### config.mk
export PLATFORM = sky130hd
export DESIGN_NAME = qdsw_mul
export DESIGN_NICKNAME = d
export VERILOG_FILES = /design/src/rtl/qdsw_pkg.sv /design/src/rtl/qdsw_mul.sv
export SDC_FILE = /design/constraint.sdc
export NUM_CORES = 2
export LEC_CHECK = 0
export ABC_CLOCK_PERIOD_IN_PS = 10350
export BUFFER_PORTS_ARGS = -buffer_cell sky130_fd_sc_hd__clkbuf_2
export CAP_MARGIN = 20
export CORE_MARGIN = 2
export CORE_UTILIZATION = 44
export DETAILED_ROUTE_END_ITERATION = 7
export HOLD_SLACK_MARGIN = 0.02
export PLACE_DENSITY = 0.68
export REMOVE_ABC_BUFFERS = 1
export SYNTH_ARGS = -nofsm -noshare
export SYNTH_HDL_FRONTEND = slang
export SYNTH_SLANG_ARGS = --single-unit
### constraint.sdc
create_clock -name aclk -period 10.35 [get_ports aclk]
set_input_delay 0.5175 -clock aclk [delete_from_list [all_inputs] [get_ports aclk]]
set_output_delay 0.5175 -clock aclk [all_outputs]
set_load 0.05 [all_outputs]
### src/rtl/qdsw_pkg.sv
// ----------------------------------------------------------------------------
// qdsw_pkg
// Shared widths, codes, stage types and helpers for the quadrature decoder.
// ----------------------------------------------------------------------------
package qdsw_pkg;

    localparam int COUNT_WIDTH = 32;   // edge counter width, 8..32
    localparam int POS_WIDTH   = 32;
    localparam int SCALE_WIDTH = 32;
    localparam int OUT_WIDTH   = 48;
    localparam int TICK_WIDTH  = 16;
    localparam int PROD_WIDTH  = COUNT_WIDTH + SCALE_WIDTH;
    localparam int WIDE_WIDTH  = 64;
    localparam int IDX_WIDTH   = 2;

    // item kinds
    localparam logic [1:0] OP_PIN   = 2'd0;
    localparam logic [1:0] OP_TICK  = 2'd1;
    localparam logic [1:0] OP_CLEAR = 2'd2;

    // register indexes
    localparam logic [IDX_WIDTH-1:0] REG_WINDOW_MS      = 2'd0;
    localparam logic [IDX_WIDTH-1:0] REG_SPEED_SCALE    = 2'd1;
    localparam logic [IDX_WIDTH-1:0] REG_DISTANCE_SCALE = 2'd2;

    // transition codes {prev A, prev B, A, B}
    localparam logic [3:0] TR_UP_11_01 = 4'b1101;
    localparam logic [3:0] TR_UP_01_00 = 4'b0100;
    localparam logic [3:0] TR_UP_00_10 = 4'b0010;
    localparam logic [3:0] TR_UP_10_11 = 4'b1011;
    localparam logic [3:0] TR_DN_11_10 = 4'b1110;
    localparam logic [3:0] TR_DN_01_11 = 4'b0111;
    localparam logic [3:0] TR_DN_00_01 = 4'b0001;
    localparam logic [3:0] TR_DN_10_00 = 4'b1000;

    localparam logic [WIDE_WIDTH-1:0] LIM_NEG = WIDE_WIDTH'(1) << (OUT_WIDTH - 1);
    localparam logic [WIDE_WIDTH-1:0] LIM_POS = LIM_NEG - WIDE_WIDTH'(1);

    typedef struct packed {
        logic signed [COUNT_WIDTH-1:0] pos;
        logic signed [COUNT_WIDTH-1:0] delta;
        logic                          upd;
    } dec_t;

    typedef struct packed {
        logic signed [COUNT_WIDTH-1:0] pos;
        logic                          dist_neg;
        logic [PROD_WIDTH-1:0]         dist_mag;
        logic                          speed_neg;
        logic [PROD_WIDTH-1:0]         speed_mag;
        logic                          upd;
    } prod_t;

    typedef struct packed {
        logic [POS_WIDTH-1:0] position;
        logic [OUT_WIDTH-1:0] distance;
        logic [OUT_WIDTH-1:0] speed;
        logic                 upd;
    } res_t;

    // absolute value; the most negative count maps to its unsigned magnitude
    function automatic logic [COUNT_WIDTH-1:0] magnitude(
        input logic signed [COUNT_WIDTH-1:0] v
    );
        return v[COUNT_WIDTH-1] ? (-v) : v;
    endfunction

    // signed result from sign and magnitude, clamped to OUT_WIDTH bits
    function automatic logic [OUT_WIDTH-1:0] sat_out(
        input logic                  neg,
        input logic [PROD_WIDTH-1:0] mag
    );
        logic [WIDE_WIDTH-1:0] m;
        logic [WIDE_WIDTH-1:0] p;
        logic [OUT_WIDTH-1:0]  r;
        m = WIDE_WIDTH'(mag);
        if (neg) begin
            p = (m > LIM_NEG) ? LIM_NEG : m;
            r = p[OUT_WIDTH-1:0];
            return -r;
        end
        p = (m > LIM_POS) ? LIM_POS : m;
        return p[OUT_WIDTH-1:0];
    endfunction

endpackage

### src/rtl/qdsw_mul.sv
// ----------------------------------------------------------------------------
// qdsw_mul
// Magnitude times scale for distance and speed; registered products.
// ----------------------------------------------------------------------------
module qdsw_mul (
    input  logic                               aclk,
    input  logic                               aresetn,
    input  logic                               in_valid,
    output logic                               in_ready,
    input  qdsw_pkg::dec_t                     in_data,
    input  logic [qdsw_pkg::SCALE_WIDTH-1:0]   speed_scale,
    input  logic [qdsw_pkg::SCALE_WIDTH-1:0]   distance_scale,
    output logic                               out_valid,
    input  logic                               out_ready,
    output qdsw_pkg::prod_t                    out_data
);

    logic [qdsw_pkg::COUNT_WIDTH-1:0] pos_mag;
    logic [qdsw_pkg::COUNT_WIDTH-1:0] delta_mag;
    logic [qdsw_pkg::PROD_WIDTH-1:0]  dist_prod;
    logic [qdsw_pkg::PROD_WIDTH-1:0]  speed_prod;
    logic                             valid_reg;
    qdsw_pkg::prod_t                  data_reg;

    assign in_ready  = !valid_reg || out_ready;
    assign out_valid = valid_reg;
    assign out_data  = data_reg;

    assign pos_mag    = qdsw_pkg::magnitude(in_data.pos);
    assign delta_mag  = qdsw_pkg::magnitude(in_data.delta);
    assign dist_prod  = qdsw_pkg::PROD_WIDTH'(pos_mag) *
                        qdsw_pkg::PROD_WIDTH'(distance_scale);
    assign speed_prod = qdsw_pkg::PROD_WIDTH'(delta_mag) *
                        qdsw_pkg::PROD_WIDTH'(speed_scale);

    always_ff @(posedge aclk) begin
        if (!aresetn) begin
            valid_reg <= 1'b0;
        end else if (in_ready) begin
            valid_reg <= in_valid;
        end
    end

    always_ff @(posedge aclk) begin
        if (in_valid && in_ready) begin
            data_reg.pos       <= in_data.pos;
            data_reg.dist_neg  <= in_data.pos[qdsw_pkg::COUNT_WIDTH-1];
            data_reg.dist_mag  <= dist_prod;
            data_reg.speed_neg <= in_data.delta[qdsw_pkg::COUNT_WIDTH-1];
            data_reg.speed_mag <= speed_prod;
            data_reg.upd       <= in_data.upd;
        end
    end

endmodule

==> flow_summary.yaml <==
status:
  status: "complete, but fails checks"
  violations: "negative setup slack"
routing:
  drtAntennaViolNets: 0
  drc_errors: 0
  wl_um: 203500
  avgViaCountPerCell: 5.242
  first_pass_iters: 6
  vias: 53970
  drt-initial-drc-count: 3599
  routedWlPerCell_um: 19.77
logic_synthesis:
  yosysSeqAreaShare_pct: 6.740
  synthCells: 7718
  synth_fa_ha_area_share_pct: 58.62
  synthFlopType: "edfxtp_1"
  ys_warn_count: 0
  synth-compound-area-share_pct: 4.106
  postSynth.asyncResetShare_pct: 0
  synth.cell_area_mm2: 0.07247
  ys_seq_elements: 163
  syn_area_per_cell_um2: 9.390
  synthXorXnorAreaFrac_pct: 2.236
  synth.area.mux_share_pct: 0.01554
  synth_simple_gate_area_share_pct: 16.77
  synth_top_family_by_area: "adder cells"
  synth_cell_types: 65
  synth_edf_count: 162
clock_network:
  cts.sinks: 163
  insertion_delay_ps: 570
  tritoncts: "done"
  cts_buffer_depth: 2
  htree_num_levels: 4
  clk_pin_slew_ps: 90
  cts_buffers: 17
  clk_root_buffer_cell: "clkbuf_16"
  cts_hold_buffers: 0
timing:
  fmax_ghz: 0.09377
  final_hold_viol_count: 0
  maxSlewViolCount: 0
  finalCritPeriodShare_pct: 103.0
  max_slew_margin_pct: 21.52
  rsz0062_at_grt: "true"
  finalSetupViolations: 19
  worst_slew_pin_slew_ps: 1177
  finalClockSkew_ps: 25.47
  post-route-min-period_ps: 10660
  setup_ws_ps: -314.0
place:
  place_inst: 10220
  post-dp-hpwl_um: 168500
  placed_area_mm2: 0.07914
  place_congestion: 0.9738
  numPortBuffers: 297
global_route:
  grt_usage_pct: 25.17
  grt_pass1_wl_um: 330500
  overflow: 0
  antenna_found_initial: 13
  grt_pass1_vias: 60360
  grt_max_degree: 62
layout:
  fill_cells: 14870
  areaGrowthSynthToFinish_pct: 12.18
  drive_gt1_share_pct: 13.10
  fin_cells: 10300
  final_common_cell: "fa_1"
  ff_latch_area_mm2: 0.004885
  multiInputGateArea_mm2: 0.06084
  final_cell_mix: "fa_1, inv_1, and2_1, nand2_1, ha_1"
  nNetsFinal: 10560
  finalInstanceArea_mm2: 0.08129
critical_path:
  worstPathMaxFanout: 6
  cp.arrival_ps: 10970
  crit_top_cell: "fa_1"
  start_kind: "input port"
  worst-setup-path-type: "in2reg"
  endpoint_kind: "flop"
  slowest_stage: "fa_1"
  max_stage_delay_ps: 550
  worstPathRequired_ps: 10650
die:
  die_w_um: 409.8
  die_area_mm2: 0.1680
  core_area_mm2: 0.1631
  initial_core_util_pct: 44.42
  dieHeight_um: 409.8
  fp-row-count: 148
  io_pins: 298
job:
  drv_cap: 0
min_path:
  hold_class: "in2reg"
-- what timing repair did --
action                                  CTS  global route
pin swaps                                60            86
cloned                                    1             0
setup buffers                            20            24
resized for setup                       139           116
endpoints found under the setup margin   27            41
-- metal layers --
| layer | GRT usage (%) | wire length, um |
|---|---|---|
| met5 | 0 | 85 |
| met1 | 33.30 | 83400 |
| met2 | 41.80 | 97810 |
| met3 | 4.861 | 16000 |
| met4 | 7.746 | 6216 |
-- cell usage after synthesis (3+ instances only) --
cell type	instances	area share [%]
a211o_1	4	0.048
a211oi_1	7	0.073
a21boi_0	5	0.052
a21o_1	74	0.77
a21oi_1	149	1.0
a221oi_1	8	0.097
a311oi_1	4	0.048
a31o_2	5	0.060
a31oi_1	15	0.13
a41oi_1	5	0.060
and2_1	1160	10
and3_1	13	0.11
and4_1	6	0.073
buf_2	4	0.028
clkbuf_1	430	2.2
edfxtp_1	162	6.7
fa_1	1792	50
ha_1	528	9.1
inv_1	1785	9.2
nand2_1	996	5.2
nand2b_1	15	0.13
nand3_1	29	0.20
nand4_1	25	0.22
nor2_1	58	0.30
nor2b_1	7	0.060
nor3_1	16	0.11
nor4_1	6	0.052
o2111ai_1	4	0.048
o211ai_1	6	0.062
o21a_1	5	0.052
o21ai_0	86	0.59
o21bai_1	25	0.26
o31a_1	3	0.036
o31ai_1	23	0.24
o41ai_1	14	0.17
or2_2	5	0.043
or3_1	8	0.069
or4_1	14	0.15
xnor2_1	139	1.7
xor2_1	46	0.56
-- final timing paths --
| check | end | start | slack (ps) | cells past startpoint |
|---|---|---|---|---|
| max | out_data[126] | in_data[39] | -310 | 35 |
| min | out_data[0] | in_data[0] | 120 | 1 |
| max reg2reg | out_data[86] | out_valid | 7900 | 3 |
| min reg2reg | out_valid | out_valid | 560 | 2 |
-- registers in the layout, indices dropped and copies added (netlist names) --
signal and cells:
out_valid 1, out_data 162
-- metrics by stage --
stage | hold slack, ps | utilization, % | setup WS, ps | TNS, ps
4_1_cts | 64.75 | 49.40 | -425.7 | -4664
5_1_grt | 94.76 | 49.82 | -506.1 | -7175
6_report | 117.3 | 49.83 | -314.0 | -2207
2_1_floorplan | 616.4 | - | -1288 | -28530
3_5_place_dp | 558.9 | 48.51 | -1433 | -38490
3_3_place_gp | 512.8 | 48.46 | -1301 | -34020
-- cells by family after synthesis --
family,count (synthesis)
AND/OR/NAND/NOR,2365
adder cells (fa/ha/maj),2320
buffers and inverters,2220
AO/OA/AOI/OAI,464
XOR/XNOR,185
flip-flops,163
multiplexers,1
-- worst max-delay path, delay by kind of cell --
kind            cells  cell delay, ps
fa+ha+maj           9            4110
simple gates        8            3450
compound gates     10            2110
buf+inv             6             470
xor+xnor            2             330
-- cell type report --
cell class              count  area share (%)
inverters                1785           8.242
clock buffers              18          0.5279
repair buffers            800           6.806
multi-input cells        5336           74.85
diodes                      5         0.01539
flip-flops and latches    163           6.009
well taps                2175           3.348
clock inverters            14          0.2062
Power is left out: the tool's default activity adds up to more than one toggle a clock period on the data nets, which glitch-free logic cannot reach.
