===== src/rtl/qdsw_pkg.sv =====
// ----------------------------------------------------------------------------
// qdsw_pkg
// Shared widths, codes, stage types and helpers for the quadrature decoder.
// ----------------------------------------------------------------------------
package qdsw_pkg;

    localparam int COUNT_WIDTH = 32;   // edge counter width, 8..32
    localparam int POS_WIDTH   = 32;
    localparam int SCALE_WIDTH = 32;
    localparam int OUT_WIDTH   = 48;
    localparam int TICK_WIDTH  = 16;
    localparam int PROD_WIDTH  = COUNT_WIDTH + SCALE_WIDTH;
    localparam int WIDE_WIDTH  = 64;
    localparam int IDX_WIDTH   = 2;

    // item kinds
    localparam logic [1:0] OP_PIN   = 2'd0;
    localparam logic [1:0] OP_TICK  = 2'd1;
    localparam logic [1:0] OP_CLEAR = 2'd2;

    // register indexes
    localparam logic [IDX_WIDTH-1:0] REG_WINDOW_MS      = 2'd0;
    localparam logic [IDX_WIDTH-1:0] REG_SPEED_SCALE    = 2'd1;
    localparam logic [IDX_WIDTH-1:0] REG_DISTANCE_SCALE = 2'd2;

    // transition codes {prev A, prev B, A, B}
    localparam logic [3:0] TR_UP_11_01 = 4'b1101;
    localparam logic [3:0] TR_UP_01_00 = 4'b0100;
    localparam logic [3:0] TR_UP_00_10 = 4'b0010;
    localparam logic [3:0] TR_UP_10_11 = 4'b1011;
    localparam logic [3:0] TR_DN_11_10 = 4'b1110;
    localparam logic [3:0] TR_DN_01_11 = 4'b0111;
    localparam logic [3:0] TR_DN_00_01 = 4'b0001;
    localparam logic [3:0] TR_DN_10_00 = 4'b1000;

    localparam logic [WIDE_WIDTH-1:0] LIM_NEG = WIDE_WIDTH'(1) << (OUT_WIDTH - 1);
    localparam logic [WIDE_WIDTH-1:0] LIM_POS = LIM_NEG - WIDE_WIDTH'(1);

    typedef struct packed {
        logic signed [COUNT_WIDTH-1:0] pos;
        logic signed [COUNT_WIDTH-1:0] delta;
        logic                          upd;
    } dec_t;

    typedef struct packed {
        logic signed [COUNT_WIDTH-1:0] pos;
        logic                          dist_neg;
        logic [PROD_WIDTH-1:0]         dist_mag;
        logic                          speed_neg;
        logic [PROD_WIDTH-1:0]         speed_mag;
        logic                          upd;
    } prod_t;

    typedef struct packed {
        logic [POS_WIDTH-1:0] position;
        logic [OUT_WIDTH-1:0] distance;
        logic [OUT_WIDTH-1:0] speed;
        logic                 upd;
    } res_t;

    // absolute value; the most negative count maps to its unsigned magnitude
    function automatic logic [COUNT_WIDTH-1:0] magnitude(
        input logic signed [COUNT_WIDTH-1:0] v
    );
        return v[COUNT_WIDTH-1] ? (-v) : v;
    endfunction

    // signed result from sign and magnitude, clamped to OUT_WIDTH bits
    function automatic logic [OUT_WIDTH-1:0] sat_out(
        input logic                  neg,
        input logic [PROD_WIDTH-1:0] mag
    );
        logic [WIDE_WIDTH-1:0] m;
        logic [WIDE_WIDTH-1:0] p;
        logic [OUT_WIDTH-1:0]  r;
        m = WIDE_WIDTH'(mag);
        if (neg) begin
            p = (m > LIM_NEG) ? LIM_NEG : m;
            r = p[OUT_WIDTH-1:0];
            return -r;
        end
        p = (m > LIM_POS) ? LIM_POS : m;
        return p[OUT_WIDTH-1:0];
    endfunction

endpackage


===== src/rtl/qdsw_sat.sv =====
// ----------------------------------------------------------------------------
// qdsw_sat
// Sign restore and 48-bit clamp; output register that also holds the speed.
// ----------------------------------------------------------------------------
module qdsw_sat (
    input  logic                aclk,
    input  logic                aresetn,
    input  logic                in_valid,
    output logic                in_ready,
    input  qdsw_pkg::prod_t     in_data,
    output logic                out_valid,
    input  logic                out_ready,
    output qdsw_pkg::res_t      out_data
);

    logic                                 valid_reg;
    logic [qdsw_pkg::OUT_WIDTH-1:0]       speed_reg;
    logic [qdsw_pkg::POS_WIDTH-1:0]       position_reg;
    logic [qdsw_pkg::OUT_WIDTH-1:0]       distance_reg;
    logic                                 upd_reg;
    logic                                 load;

    assign in_ready = !valid_reg || out_ready;
    assign load     = in_valid && in_ready;

    assign out_valid         = valid_reg;
    assign out_data.position = position_reg;
    assign out_data.distance = distance_reg;
    assign out_data.speed    = speed_reg;
    assign out_data.upd      = upd_reg;

    // speed_reg is the held speed state; only a closing tick replaces it
    always_ff @(posedge aclk) begin
        if (!aresetn) begin
            valid_reg <= 1'b0;
            speed_reg <= '0;
        end else begin
            if (in_ready) begin
                valid_reg <= in_valid;
            end
            if (load && in_data.upd) begin
                speed_reg <= qdsw_pkg::sat_out(in_data.speed_neg, in_data.speed_mag);
            end
        end
    end

    always_ff @(posedge aclk) begin
        if (load) begin
            position_reg <= qdsw_pkg::POS_WIDTH'(in_data.pos);
            distance_reg <= qdsw_pkg::sat_out(in_data.dist_neg, in_data.dist_mag);
            upd_reg      <= in_data.upd;
        end
    end

endmodule


===== config.mk =====
export PLATFORM = sky130hd
export DESIGN_NAME = qdsw_sat
export DESIGN_NICKNAME = d
export VERILOG_FILES = /design/src/rtl/qdsw_pkg.sv /design/src/rtl/qdsw_sat.sv
export SDC_FILE = /design/constraint.sdc
export NUM_CORES = 1
export LEC_CHECK = 0
export ABC_AREA = 0
export BUFFER_PORTS_ARGS = -buffer_cell sky130_fd_sc_hd__buf_2
export CORE_MARGIN = 1
export CORE_UTILIZATION = 47
export CTS_CLUSTER_DIAMETER = 150
export CTS_CLUSTER_SIZE = 12
export DETAILED_ROUTE_END_ITERATION = 16
export GPL_TIMING_DRIVEN = 0
export PLACE_DENSITY_LB_ADDON = 0.08
export REMOVE_ABC_BUFFERS = 1
export SKIP_LAST_GASP = 1
export SLEW_MARGIN = 30
export SYNTH_ARGS = -nofsm -noshare
export SYNTH_HDL_FRONTEND = slang
export SYNTH_SLANG_ARGS = --single-unit

===== constraint.sdc =====
create_clock -name aclk -period 4.5 [get_ports aclk]
set_input_delay 0.45 -clock aclk [delete_from_list [all_inputs] [get_ports aclk]]
set_output_delay 0.45 -clock aclk [all_outputs]
set_load 0.02 [all_outputs]

==> results.cfg <==
[clock_tree]
clk_path_buf_depth = 2
clock_sinks = 130
cts_hold_buf = 0
clk_pin_slew_ns = 0.06
clk_latency_ns = 0.43
htree_num_levels = 4
cts_tree = done
root_buffer = clkbuf_16
cts_buffers = 17

[synth]
synth_seq_cells = 130
synth_edf_count = 81
postSynthCellCount = 898
synth_compound_area_share_pct = 26.1
synth_top_family_by_area = compound AO/OA/AOI/OAI gates
seq_area_frac_synth_pct = 43.7
synth_cell_types = 72
synth_warnings = 0
synth_adder_area_share_pct = 0.321
syn_area_um2 = 7800
synthArstFlopShare_pct = 0
synth_xor_area_share_pct = 0.561
synth.avg_cell_area_um2 = 8.69
synth_mux_area_share_pct = 0.256
yosys.area_share.simple_pct = 24.7
synth-main-ff-cell = edfxtp_1

[global_route]
antenna_found_initial = 1
grt_pass1_wl_um = 43900
grt_pass1_vias = 7939
grt_usage_pct = 34.0
grt-ovfl-total = 0
grt_max_degree = 48

[timing]
tightest_slew_ns = 0.990
fin_tns_setup_ns = 0
fmax_mhz = 231
hold_violations = 0
finalCritPeriodShare_pct = 96.3
maxSlewHeadroom_pct = 33.8
fin_crit_ns = 4.34
drv_slew = 0
rsz0062_at_grt = true
finalSetupViolations = 0
fin_skew_ns = 0.00626

[final_layout]
areaGrowthSynthToFinish_pct = 29.0
register_area_um2 = 3410
finalNetCount = 1329
multi_input_area_um2 = 4160
finalNonFillerCells = 1390
layout-drive-gt1-share_pct = 32.4
fillCellCount = 1429

[worst_setup_path]
setup.worst_path.start = in_data[7]
critPathRequiredTime_ns = 4.82
cp_max_fo = 17
cp-end-kind = flop
reg2reg_from = out_valid$_SDFFE_PN0N_
path_class = in -> reg
worst_setup_path_start_kind = primary input
critical_path_arrival_ns = 4.65

[routing]
vias = 8893
wirelength_um = 29200
ant_nets = 0
wl_per_cell_um = 21.0
drc = 0
via_per_inst = 6.40
drtIter0Drc = 1118
first_pass_iters = 5

[placed_design]
dpl.hpwl_um = 20000
gp_congestion = 0.897
portBuffers = 297
dp_cells = 1354

[floorplanning]
initial_core_util_pct = 48.6
rows = 46
die_x_um = 131
core_um2 = 16100
die-area_um2 = 17100
ios = 298
die_height_um = 131

[power]
power_density_nw_per_um2 = 330
p_leak_nw = 3.90
ir_drop_uv = 273

[hold_path]
hold_path_class = in -> reg
worstHoldStart = in_data[144]

[outcome]
status = complete, no violations

[run]
timing.max_cap.violations = 0
==> final cells by class <==
class	count	share of cell area, %
antenna	1	0.0249
clock buffer	17	4.23
clock inverter	15	1.83
inverter	14	0.522
multi-input combinational	693	41.3
sequential	130	33.9
tap	216	2.68
timing repair buffer	304	15.5
==> path summary, 6_finish.rpt <==
| kind | to | slack [ns] | depth (start not counted) |
|---|---|---|---|
| min | position_reg[13]$_DFFE_PP_ | 0.19 | 1 |
| min reg2reg | speed_reg[19]$_SDFFE_PN0P_ | 0.45 | 2 |
| max | speed_reg[42]$_SDFFE_PN0P_ | 0.16 | 14 |
| max reg2reg | speed_reg[5]$_SDFFE_PN0P_ | 1.73 | 6 |
==> routing by layer <==
| metal | GRT usage, % | share of wire (%) | wire [um] | vias to the layer above |
|---|---|---|---|---|
| li1 | - | - | - | 4048 |
| met1 | 46.1 | 41 | 11900 | 4116 |
| met2 | 49.5 | 43 | 12600 | 635 |
| met3 | 10.7 | 12 | 3530 | 94 |
| met4 | 14.9 | 4.0 | 1180 | 0 |
| met5 | 0 | 0 | 0 | - |
==> Yosys cell counts (11+ instances only) <==
master | number | area share (%)
or4_1 | 15 | 1.4
a21oi_1 | 67 | 4.3
or3_1 | 17 | 1.4
nor4_1 | 29 | 2.3
nor3_1 | 64 | 4.1
a31oi_1 | 24 | 1.9
dfxtp_1 | 49 | 13
clkbuf_1 | 47 | 2.3
nand2b_1 | 13 | 1.0
nand2_1 | 69 | 3.3
o311ai_0 | 16 | 1.8
edfxtp_1 | 81 | 31
inv_1 | 14 | 0.67
nand3_1 | 22 | 1.4
nor2_1 | 90 | 4.3
o21ai_0 | 74 | 4.7
o31ai_1 | 12 | 1.2
a211oi_1 | 11 | 1.1
==> power by group <==
group	switching, mW	internal, mW	leakage, nW	total, mW
Sequential	0.0248	1.34	1.18	1.37
Combinational	0.329	0.167	2.43	0.496
Clock	0.581	0.877	0.290	1.46
==> cell usage in the layout (no fill, tap or decap), types with 8 or more instances in the layout <==
cell type,count
buf_2,297
nor2_1,87
edfxtp_1,81
o21ai_0,72
a21oi_1,67
nand2_1,66
nor3_1,61
dfxtp_1,49
nor4_1,27
a31oi_1,24
nand3_1,21
clkbuf_16,17
or3_1,16
o311ai_0,16
or4_1,14
inv_1,14
nand2b_1,13
o31ai_1,11
a211oi_1,11
nand4_1,10
or2_2,10
o22ai_1,10
nand3b_1,9
o31a_1,8
a311oi_1,8
==> cells by family after synthesis <==
| logic type | Yosys count |
|---|---|
| compound gates | 308 |
| xor+xnor | 5 |
| fa+ha+maj | 2 |
| buf+inv | 77 |
| flops | 130 |
| mux | 2 |
| simple gates | 374 |
==> worst max-delay path, cell delays in order <==
cell and delay, ns:
buf_2 0.12, nor3_1 0.55, nand4_1 0.53, or2_2 0.55, o21a_2 0.39, nor2_8 0.30
nand2_1 0.09, ha_1 0.45, nand4_1 0.28, nor3_1 0.11, a21o_1 0.20, nor2_2 0.21
nor3_1 0.07, o311a_1 0.33
==> per-stage QoR <==
step	hold WS, ns	area, um2	setup WS (ns)	total power, mW	util, %
3_5_place_dp	0.441	9390	-0.989	1.88	58.5
6_report	0.194	10100	0.165	3.32	62.7
5_1_grt	0.184	10100	-0.0204	3.43	62.7
2_1_floorplan	0.526	7520	-0.148	1.63	-
4_1_cts	0.186	10000	-0.0212	3.33	62.5
3_3_place_gp	0.438	9280	-2.17	1.87	57.8
==> what timing repair did <==
| item | in CTS | in global routing |
|---|---|---|
| buffers inserted | 1 | 0 |
| gates cloned | 2 | 0 |
| gates resized for setup | 4 | 6 |
| pin swaps | 3 | 0 |
| endpoints found under the setup margin | 20 | 25 |
Power figures use the tool's default switching activity.
