### src/rtl/qdsw_pkg.sv
// ----------------------------------------------------------------------------
// qdsw_pkg
// Shared widths, codes, stage types and helpers for the quadrature decoder.
// ----------------------------------------------------------------------------
package qdsw_pkg;

    localparam int COUNT_WIDTH = 32;   // edge counter width, 8..32
    localparam int POS_WIDTH   = 32;
    localparam int SCALE_WIDTH = 32;
    localparam int OUT_WIDTH   = 48;
    localparam int TICK_WIDTH  = 16;
    localparam int PROD_WIDTH  = COUNT_WIDTH + SCALE_WIDTH;
    localparam int WIDE_WIDTH  = 64;
    localparam int IDX_WIDTH   = 2;

    // item kinds
    localparam logic [1:0] OP_PIN   = 2'd0;
    localparam logic [1:0] OP_TICK  = 2'd1;
    localparam logic [1:0] OP_CLEAR = 2'd2;

    // register indexes
    localparam logic [IDX_WIDTH-1:0] REG_WINDOW_MS      = 2'd0;
    localparam logic [IDX_WIDTH-1:0] REG_SPEED_SCALE    = 2'd1;
    localparam logic [IDX_WIDTH-1:0] REG_DISTANCE_SCALE = 2'd2;

    // transition codes {prev A, prev B, A, B}
    localparam logic [3:0] TR_UP_11_01 = 4'b1101;
    localparam logic [3:0] TR_UP_01_00 = 4'b0100;
    localparam logic [3:0] TR_UP_00_10 = 4'b0010;
    localparam logic [3:0] TR_UP_10_11 = 4'b1011;
    localparam logic [3:0] TR_DN_11_10 = 4'b1110;
    localparam logic [3:0] TR_DN_01_11 = 4'b0111;
    localparam logic [3:0] TR_DN_00_01 = 4'b0001;
    localparam logic [3:0] TR_DN_10_00 = 4'b1000;

    localparam logic [WIDE_WIDTH-1:0] LIM_NEG = WIDE_WIDTH'(1) << (OUT_WIDTH - 1);
    localparam logic [WIDE_WIDTH-1:0] LIM_POS = LIM_NEG - WIDE_WIDTH'(1);

    typedef struct packed {
        logic signed [COUNT_WIDTH-1:0] pos;
        logic signed [COUNT_WIDTH-1:0] delta;
        logic                          upd;
    } dec_t;

    typedef struct packed {
        logic signed [COUNT_WIDTH-1:0] pos;
        logic                          dist_neg;
        logic [PROD_WIDTH-1:0]         dist_mag;
        logic                          speed_neg;
        logic [PROD_WIDTH-1:0]         speed_mag;
        logic                          upd;
    } prod_t;

    typedef struct packed {
        logic [POS_WIDTH-1:0] position;
        logic [OUT_WIDTH-1:0] distance;
        logic [OUT_WIDTH-1:0] speed;
        logic                 upd;
    } res_t;

    // absolute value; the most negative count maps to its unsigned magnitude
    function automatic logic [COUNT_WIDTH-1:0] magnitude(
        input logic signed [COUNT_WIDTH-1:0] v
    );
        return v[COUNT_WIDTH-1] ? (-v) : v;
    endfunction

    // signed result from sign and magnitude, clamped to OUT_WIDTH bits
    function automatic logic [OUT_WIDTH-1:0] sat_out(
        input logic                  neg,
        input logic [PROD_WIDTH-1:0] mag
    );
        logic [WIDE_WIDTH-1:0] m;
        logic [WIDE_WIDTH-1:0] p;
        logic [OUT_WIDTH-1:0]  r;
        m = WIDE_WIDTH'(mag);
        if (neg) begin
            p = (m > LIM_NEG) ? LIM_NEG : m;
            r = p[OUT_WIDTH-1:0];
            return -r;
        end
        p = (m > LIM_POS) ? LIM_POS : m;
        return p[OUT_WIDTH-1:0];
    endfunction

endpackage

### src/rtl/qdsw_decode.sv
// ----------------------------------------------------------------------------
// qdsw_decode
// Transition decode, edge counter, window timer; stage register to multiply.
// ----------------------------------------------------------------------------
module qdsw_decode (
    input  logic                               aclk,
    input  logic                               aresetn,
    input  logic                               in_valid,
    output logic                               in_ready,
    input  logic [1:0]                         op,
    input  logic                               pin_a,
    input  logic                               pin_b,
    input  logic [qdsw_pkg::TICK_WIDTH-1:0]    window_ms,
    output logic                               out_valid,
    input  logic                               out_ready,
    output qdsw_pkg::dec_t                     out_data
);

    logic [1:0]                          prev_pins_reg, prev_pins_next;
    logic [qdsw_pkg::COUNT_WIDTH-1:0]    edge_count_reg, edge_count_next;
    logic [qdsw_pkg::COUNT_WIDTH-1:0]    win_start_reg, win_start_next;
    logic [qdsw_pkg::TICK_WIDTH-1:0]     elapsed_reg, elapsed_next;
    logic [qdsw_pkg::TICK_WIDTH-1:0]     tick_inc;
    logic [3:0]                          code;
    logic                                upd;
    logic                                valid_reg;
    qdsw_pkg::dec_t                      data_reg;
    logic                                accept;

    assign in_ready  = !valid_reg || out_ready;
    assign accept    = in_valid && in_ready;
    assign out_valid = valid_reg;
    assign out_data  = data_reg;

    assign code     = {prev_pins_reg, pin_a, pin_b};
    assign tick_inc = elapsed_reg + 1'b1;

    always_comb begin
        prev_pins_next  = prev_pins_reg;
        edge_count_next = edge_count_reg;
        win_start_next  = win_start_reg;
        elapsed_next    = elapsed_reg;
        upd             = 1'b0;
        unique case (op)
            qdsw_pkg::OP_PIN: begin
                prev_pins_next = {pin_a, pin_b};
                case (code) inside
                    qdsw_pkg::TR_UP_11_01, qdsw_pkg::TR_UP_01_00,
                    qdsw_pkg::TR_UP_00_10, qdsw_pkg::TR_UP_10_11: begin
                        edge_count_next = edge_count_reg + 1'b1;
                    end
                    qdsw_pkg::TR_DN_11_10, qdsw_pkg::TR_DN_01_11,
                    qdsw_pkg::TR_DN_00_01, qdsw_pkg::TR_DN_10_00: begin
                        edge_count_next = edge_count_reg - 1'b1;
                    end
                    default: begin
                        edge_count_next = edge_count_reg;
                    end
                endcase
            end
            qdsw_pkg::OP_TICK: begin
                // a zero window behaves like one: every tick closes it
                if (tick_inc >= window_ms) begin
                    win_start_next = edge_count_reg;
                    elapsed_next   = '0;
                    upd            = 1'b1;
                end else begin
                    elapsed_next = tick_inc;
                end
            end
            qdsw_pkg::OP_CLEAR: begin
                edge_count_next = '0;   // window start kept on purpose
            end
            default: begin
                upd = 1'b0;
            end
        endcase
    end

    always_ff @(posedge aclk) begin
        if (!aresetn) begin
            prev_pins_reg  <= '0;
            edge_count_reg <= '0;
            win_start_reg  <= '0;
            elapsed_reg    <= '0;
            valid_reg      <= 1'b0;
        end else begin
            if (accept) begin
                prev_pins_reg  <= prev_pins_next;
                edge_count_reg <= edge_count_next;
                win_start_reg  <= win_start_next;
                elapsed_reg    <= elapsed_next;
            end
            if (in_ready) begin
                valid_reg <= in_valid;
            end
        end
    end

    always_ff @(posedge aclk) begin
        if (accept) begin
            data_reg.pos   <= edge_count_next;
            data_reg.delta <= edge_count_reg - win_start_reg;
            data_reg.upd   <= upd;
        end
    end

endmodule

### config.mk
export PLATFORM = sky130hd
export DESIGN_NAME = qdsw_decode
export DESIGN_NICKNAME = d
export VERILOG_FILES = /design/src/rtl/qdsw_pkg.sv /design/src/rtl/qdsw_decode.sv
export SDC_FILE = /design/constraint.sdc
export NUM_CORES = 1
export LEC_CHECK = 0
export BUFFER_PORTS_ARGS = -buffer_cell sky130_fd_sc_hd__buf_2
export CAP_MARGIN = 20
export CORE_ASPECT_RATIO = 0.75
export CORE_UTILIZATION = 50
export DETAILED_ROUTE_END_ITERATION = 12
export GPL_TIMING_DRIVEN = 0
export PLACE_DENSITY_LB_ADDON = 0.2
export SYNTH_ARGS = -nofsm -noshare
export SYNTH_HDL_FRONTEND = slang
export SYNTH_SLANG_ARGS = --single-unit
### constraint.sdc
create_clock -name aclk -period 10.2 [get_ports aclk]
set_input_delay 2.04 -clock aclk [delete_from_list [all_inputs] [get_ports aclk]]
set_output_delay 2.04 -clock aclk [all_outputs]
set_load 0.02 [all_outputs]
==> results of run 1 <==
kinds of logic (layout without fill, tap and decap cells):
family                   count (synthesis)  after routing  share of synthesized area
AO/OA/AOI/OAI                          287            287                      0.198
buffers and inverters                  116            239                     0.0497
XOR/XNOR                                48             48                     0.0471
AND/OR/NAND/NOR                        388            388                      0.220
flip-flops                             148            148                      0.405
multiplexers                             6              6                    0.00674
adder cells (fa/ha/maj)                 51             51                     0.0724
power by group through the flow:
stage	Combinational, W	Clock [W]	Sequential (W)
2_1_floorplan	0.000163	0	0.000730
3_3_place_gp	0.000281	0	0.000691
3_5_place_dp	0.000287	0	0.000689
4_1_cts	0.000289	0.000604	0.000677
5_1_grt	0.000320	0.000630	0.000680
6_report	0.000293	0.000597	0.000677
Yosys cell counts (all sizes together), types with 6 or more instances:
cell and number:
dfxtp 83, inv 64, or3 15, mux2i 6, xor2 16, xnor2 32
nand2 92, edfxtp 65, a221o 7, and3 6, buf 6, nand3 29
nand4 43, nor3 22, nor2b 17, nor2 87, o21ai 97, nand3b 9
a211oi 6, ha 50, o31ai 34, a21oi 76, a21o 15, o22ai 7
nand2b 42, o21a 6, clkbuf 46
worst max-delay path: stages:
cell and delay, ns:
buf_2 0.10, ha_1 0.27, nand2b_1 0.14, a21o_1 0.17, a21oi_1 0.17, o21ai_0 0.13, a2111oi_0 0.54, o21ai_0 0.25
clkbuf_1 0.35, clkbuf_1 0.35, and3b_1 0.27
metrics by stage:
stage               total power [W]  cells  instance area (um^2)
floorplan                  0.000893   1044                  8920
global placement           0.000972   1369                  9660
detailed placement         0.000977   1371                  9690
CTS                         0.00157   1403                 10200
global route                0.00163   1403                 10200
finish                      0.00157   1403                 10200
path summary, 6_finish.rpt:
check	to	slack, ns	cells past startpoint
max	out_data[0]	5.60	11
min	win_start_reg[28]	0.47	2
max reg2reg	elapsed_reg[4]	5.83	15
min reg2reg	win_start_reg[28]	0.47	2
cell type report:
class,instances,area [um^2],area share
multi-input combinational,780,4860,0.474
buffer,52,206,0.0201
inverter,64,240,0.0234
sequential,148,3610,0.353
clock buffer,20,447,0.0436
timing repair buffer,91,478,0.0466
clock inverter,12,108,0.0105
tap,236,295,0.0288
routing by layer:
metal	track usage	vias up	share of wire
met2	0.390	346	0.41
met5	0	-	0
met4	0.0888	0	0.026
li1	-	4013	-
met3	0.0527	47	0.080
met1	0.403	3812	0.48
==> flow_metrics.env, run 1 <==
export IMPL_path_class="primary input to flop"
export IMPL_ys_ff_latch=148
export IMPL_syn_area_um2=8920
export IMPL_first_global_vias=7479
export IMPL_p_leak_nw=4.13
export IMPL_power_switching_w=0.000455
export IMPL_fmaxAchievable_ghz=0.217
export IMPL_syn_nets=1119
export IMPL_vias=8218
export IMPL_fp_dieW_um=156
export IMPL_cts_buffers=17
export IMPL_status="complete, no violations"
export IMPL_worst_slack_ns=5.60
export IMPL_drt_vias_per_instance=5.86
export IMPL_core_area_um2=17100
export IMPL_ys_warn_count=0
export IMPL_die_h_um=118
export IMPL_synth_edf_count=65
export IMPL_pwr_share_seq=0.432
export IMPL_hold_viol=0
export IMPL_hp_class="flop to flop"
export IMPL_grt_max_degree=61
export IMPL_fp_dieArea_um2=18400
export IMPL_finalSetupViolCount=0
export IMPL_layout_commonest_cell="o21ai_0"
export IMPL_wl_per_cell_um=17.1
export IMPL_tightest_slew_ns=0.847
export IMPL_ctsRootBufferMaster="clkbuf_16"
export IMPL_dp_hpwl_um=17500
export IMPL_rsz0062_at_grt="false"
export IMPL_peakVddDrop_mv=0.103
export IMPL_cts_htree_levels=4
export IMPL_rows=41
export IMPL_post_cts_buffers=0
export IMPL_place_ws_ns=5.20
export IMPL_drv_slew=0
export IMPL_antenna_found_initial=0
export IMPL_ys_flop_type="dfxtp_1"
export IMPL_r2r_start="elapsed_reg[2]"
export IMPL_finalCritPeriodShare=0.451
export IMPL_yosys_area_top_type="edfxtp_1"
export IMPL_synth_area_per_cell_um2=8.54
export IMPL_max_cap_viol_count=0
export IMPL_drive_above_1_share=0.113
export IMPL_cts_tree="built"
export IMPL_crit_fanout=10
export IMPL_start_kind="primary input"
export IMPL_fin_setup_tns_ns=0
export IMPL_clock_path_buffers=2
export IMPL_p_int_w=0.00111
export IMPL_crit_path_start="window_ms[0]"
export IMPL_grt_pass1_wl_um=39000
export IMPL_synth_cell_types=62
export IMPL_n_antenna_cell=0
export IMPL_clock_skew_ns=0.00829
export IMPL_p_comb_frac=0.187
export IMPL_gp_congestion=0.965
export IMPL_p_clk_frac=0.381
export IMPL_slew_headroom=0.431
export IMPL_first_iter_violations=768
export IMPL_cts_sinks=148
export IMPL_syn_instance_count=1044
export IMPL_clk_pin_slew_ns=0.06
export IMPL_drc=0
export IMPL_drt_total_wl_um=24000
export IMPL_synth_area_leaders="edfxtp_1 (22%), dfxtp_1 (19%), ha_1 (7.0%)"
export IMPL_largest_register_ffs=65
export IMPL_switching_share=0.290
export IMPL_cp_end_kind="flop"
export IMPL_gr_total_overflow=0
export IMPL_track_usage=0.271
export IMPL_fillers=1585
export IMPL_nets=1229
export IMPL_start_util=0.520
export IMPL_antenna_left=0
export IMPL_post_cts_resized=0
export IMPL_arrival_ns=4.78
export IMPL_hold_start="win_start_reg[28]"
export IMPL_fin_util=0.598
export IMPL_yosysSeqAreaShare=0.405
export IMPL_layout_common_cells="o21ai_0 (96), nand2_1 (92), buf_2 (90), nor2_1 (87), dfxtp_1 (83)"
export IMPL_port_buffers=89
export IMPL_async_flop_share=0
export IMPL_cts_hold_buf=0
export IMPL_drt_pass1_iter_count=6
export IMPL_syn_to_final_growth_pct=14.9
export IMPL_whs_ns=0.469
export IMPL_period_minus_slack_ns=4.60
export IMPL_p_per_area_nw_per_um2=153
export IMPL_insertion_delay_ns=0.43
export IMPL_io_pins=91
export IMPL_cp_required_ns=10.38
export IMPL_synth_top_area_frac=0.219
(Power assumes the default switching activity.)
==> run 2, diff against run 1 <==
==> constraint.sdc (replaced) <==
create_clock -name aclk -period 4.06 [get_ports aclk]
set_input_delay 0.812 -clock aclk [delete_from_list [all_inputs] [get_ports aclk]]
set_output_delay 0.812 -clock aclk [all_outputs]
set_load 0.02 [all_outputs]
==> run 2 against run 1 <==
Effect of this change: first-iteration DRC count rose by 0.13%; power increased to 2.5 times the previous value; utilization grew 0.20 points; via count grew 0.56%; combinational power rose to 2.5 times the previous value; sequential share of layout area decreased by 0.12 points; clock skew about the same; die area is the same; critical endpoint is now elapsed_reg[4].
==> flow_metrics.env, run 2 (same netlist as run 1, synthesis figures left out) <==
export IMPL_dp_hpwl_um=17500
export IMPL_grtUsageMet3=0.0549
export IMPL_fin_cells=1403
export IMPL_finalSetupViolCount=0
export IMPL_layout_common_cells="o21ai_0 (95), nand2_1 (92), buf_2 (90), nor2_1 (86), dfxtp_1 (83)"
export IMPL_drt_vias_per_instance=5.89
export IMPL_vias=8264
export IMPL_fp_dieArea_um2=18400
export IMPL_drt_total_wl_um=24100
export IMPL_place_area_um2=9690
export IMPL_first_iter_violations=769
export IMPL_register_area_um2=3610
export IMPL_hold_viol=0
export IMPL_cts_htree_levels=4
export IMPL_crit_path_start="elapsed_reg[0]"
export IMPL_ctsRootBufferMaster="clkbuf_16"
export IMPL_clk_pin_slew_ns=0.06
export IMPL_multi_input_area_um2=4880
export IMPL_whs_ns=0.470
export IMPL_p_leak_nw=4.15
export IMPL_cts_sinks=148
export IMPL_cp_required_ns=4.37
export IMPL_fmaxAchievable_ghz=0.269
export IMPL_track_usage=0.271
export IMPL_max_stage_delay_ns=0.40
export IMPL_status="complete, no violations"
export IMPL_hold_start="win_start_reg[28]"
export IMPL_crit_fanout=10
export IMPL_antenna_found_initial=1
export IMPL_drt_pass1_iter_count=5
export IMPL_first_global_vias=7498
export IMPL_worstPathCellList="ha_1, nand3_1, nor2_1, nand4_1, xnor2_1, ha_1, nand4_1, a211oi_1, a2111oi_2, o21ai_1, clkbuf_4, clkbuf_2, nor2_1, a221o_1"
export IMPL_insertion_delay_ns=0.43
export IMPL_clock_skew_ns=0.00846
export IMPL_gp_congestion=0.965
export IMPL_drive_above_1_share=0.124
export IMPL_fp_dieW_um=156
export IMPL_drc=0
export IMPL_grt_max_degree=61
export IMPL_antenna_left=0
export IMPL_nets=1228
export IMPL_busiest_layer="met1"
export IMPL_arrival_ns=4.03
export IMPL_clock_path_buffers=2
export IMPL_cp_num_buf_inv=2
export IMPL_start_util=0.520
export IMPL_cts_tree="built"
export IMPL_wl_per_cell_um=17.1
export IMPL_p_per_area_nw_per_um2=383
export IMPL_period_minus_slack_ns=3.71
export IMPL_largest_register_ffs=65
export IMPL_grt_pass1_wl_um=39000
export IMPL_cp_top_family="compound AO/OA/AOI/OAI gates"
export IMPL_path_class="flop to flop"
export IMPL_design_area_um2=10300
export IMPL_drv_slew=0
export IMPL_start_kind="flop"
export IMPL_syn_to_final_growth_pct=15.3
export IMPL_post_cts_buffers=0
export IMPL_layout_commonest_cell="o21ai_0"
export IMPL_max_cap_viol_count=0
export IMPL_r2r_start="elapsed_reg[0]"
export IMPL_fillers=1572
export IMPL_hp_class="flop to flop"
export IMPL_cts_buffers=17
export IMPL_rsz0062_at_grt="false"
export IMPL_die_h_um=118
export IMPL_grt_util_met2=0.390
export IMPL_core_area_um2=17100
export IMPL_fin_util=0.600
export IMPL_rows=41
export IMPL_port_buffers=89
export IMPL_place_inst=1371
export IMPL_slew_headroom=0.461
export IMPL_slowest_stage="dfxtp_1"
export IMPL_finalCritPeriodShare=0.914
export IMPL_peakVddDrop_mv=0.257
export IMPL_gr_total_overflow=0
export IMPL_io_pins=91
export IMPL_grt_util_met1=0.401
export IMPL_cp_end_kind="flop"
export IMPL_tightest_slew_ns=0.802
==> run 2: path summary, 6_finish.rpt <==
kind | slack (ns) | endpoint | cells past startpoint
setup / recovery | 0.35 | elapsed_reg[4] | 14
hold / removal | 0.47 | win_start_reg[28] | 2
setup reg to reg | 0.35 | elapsed_reg[4] | 14
hold reg to reg | 0.47 | win_start_reg[28] | 2
==> run 2: timing repair <==
item,CTS,global route
gates cloned,0,0
endpoints found under the setup margin,40,49
hold buffers,0,0
gates resized for setup,7,13
==> run 2: worst min-delay path, delay by kind of cell, from the launching register on <==
| family | cells | cell delay, ns |
|---|---|---|
| AND/OR/NAND/NOR | 1 | 0.05 |
| flip-flops | 1 | 0.31 |
| multiplexers | 1 | 0.06 |
==> run 2: area by class of cell <==
cell class / count / share of cell area
diodes: 1 / 0.000243
plain buffers: 51 / 0.0210
clock buffers: 20 / 0.0434
clock inverters: 12 / 0.0105
inverters: 64 / 0.0234
multi-input cells: 780 / 0.475
flip-flops and latches: 148 / 0.351
well taps: 236 / 0.0287
repair buffers: 91 / 0.0465
==> run 2: layer usage <==
layer / up-vias / share of wire
li1: 4021 / -
met1: 3842 / 0.48
met2: 361 / 0.41
met3: 40 / 0.085
met4: 0 / 0.023
met5: - / 0
==> run 2: stage by stage <==
stage | setup slack [ns] | total power, W | TNS [ns]
floorplan | 0.00782 | 0.00224 | 0
global placement | -1.05 | 0.00244 | -62.58
detailed placement | -0.191 | 0.00245 | -3.61
CTS | 0.0327 | 0.00395 | 0
global route | 0.0345 | 0.00410 | 0
finish | 0.348 | 0.00393 | 0
==> run 2: where the power goes <==
group          total, W  leakage (nW)  switching [W]  internal (W)
logic          0.000737          2.57       0.000471      0.000266
clock network   0.00150         0.266       0.000639      0.000858
registers       0.00170          1.32      0.0000303       0.00167
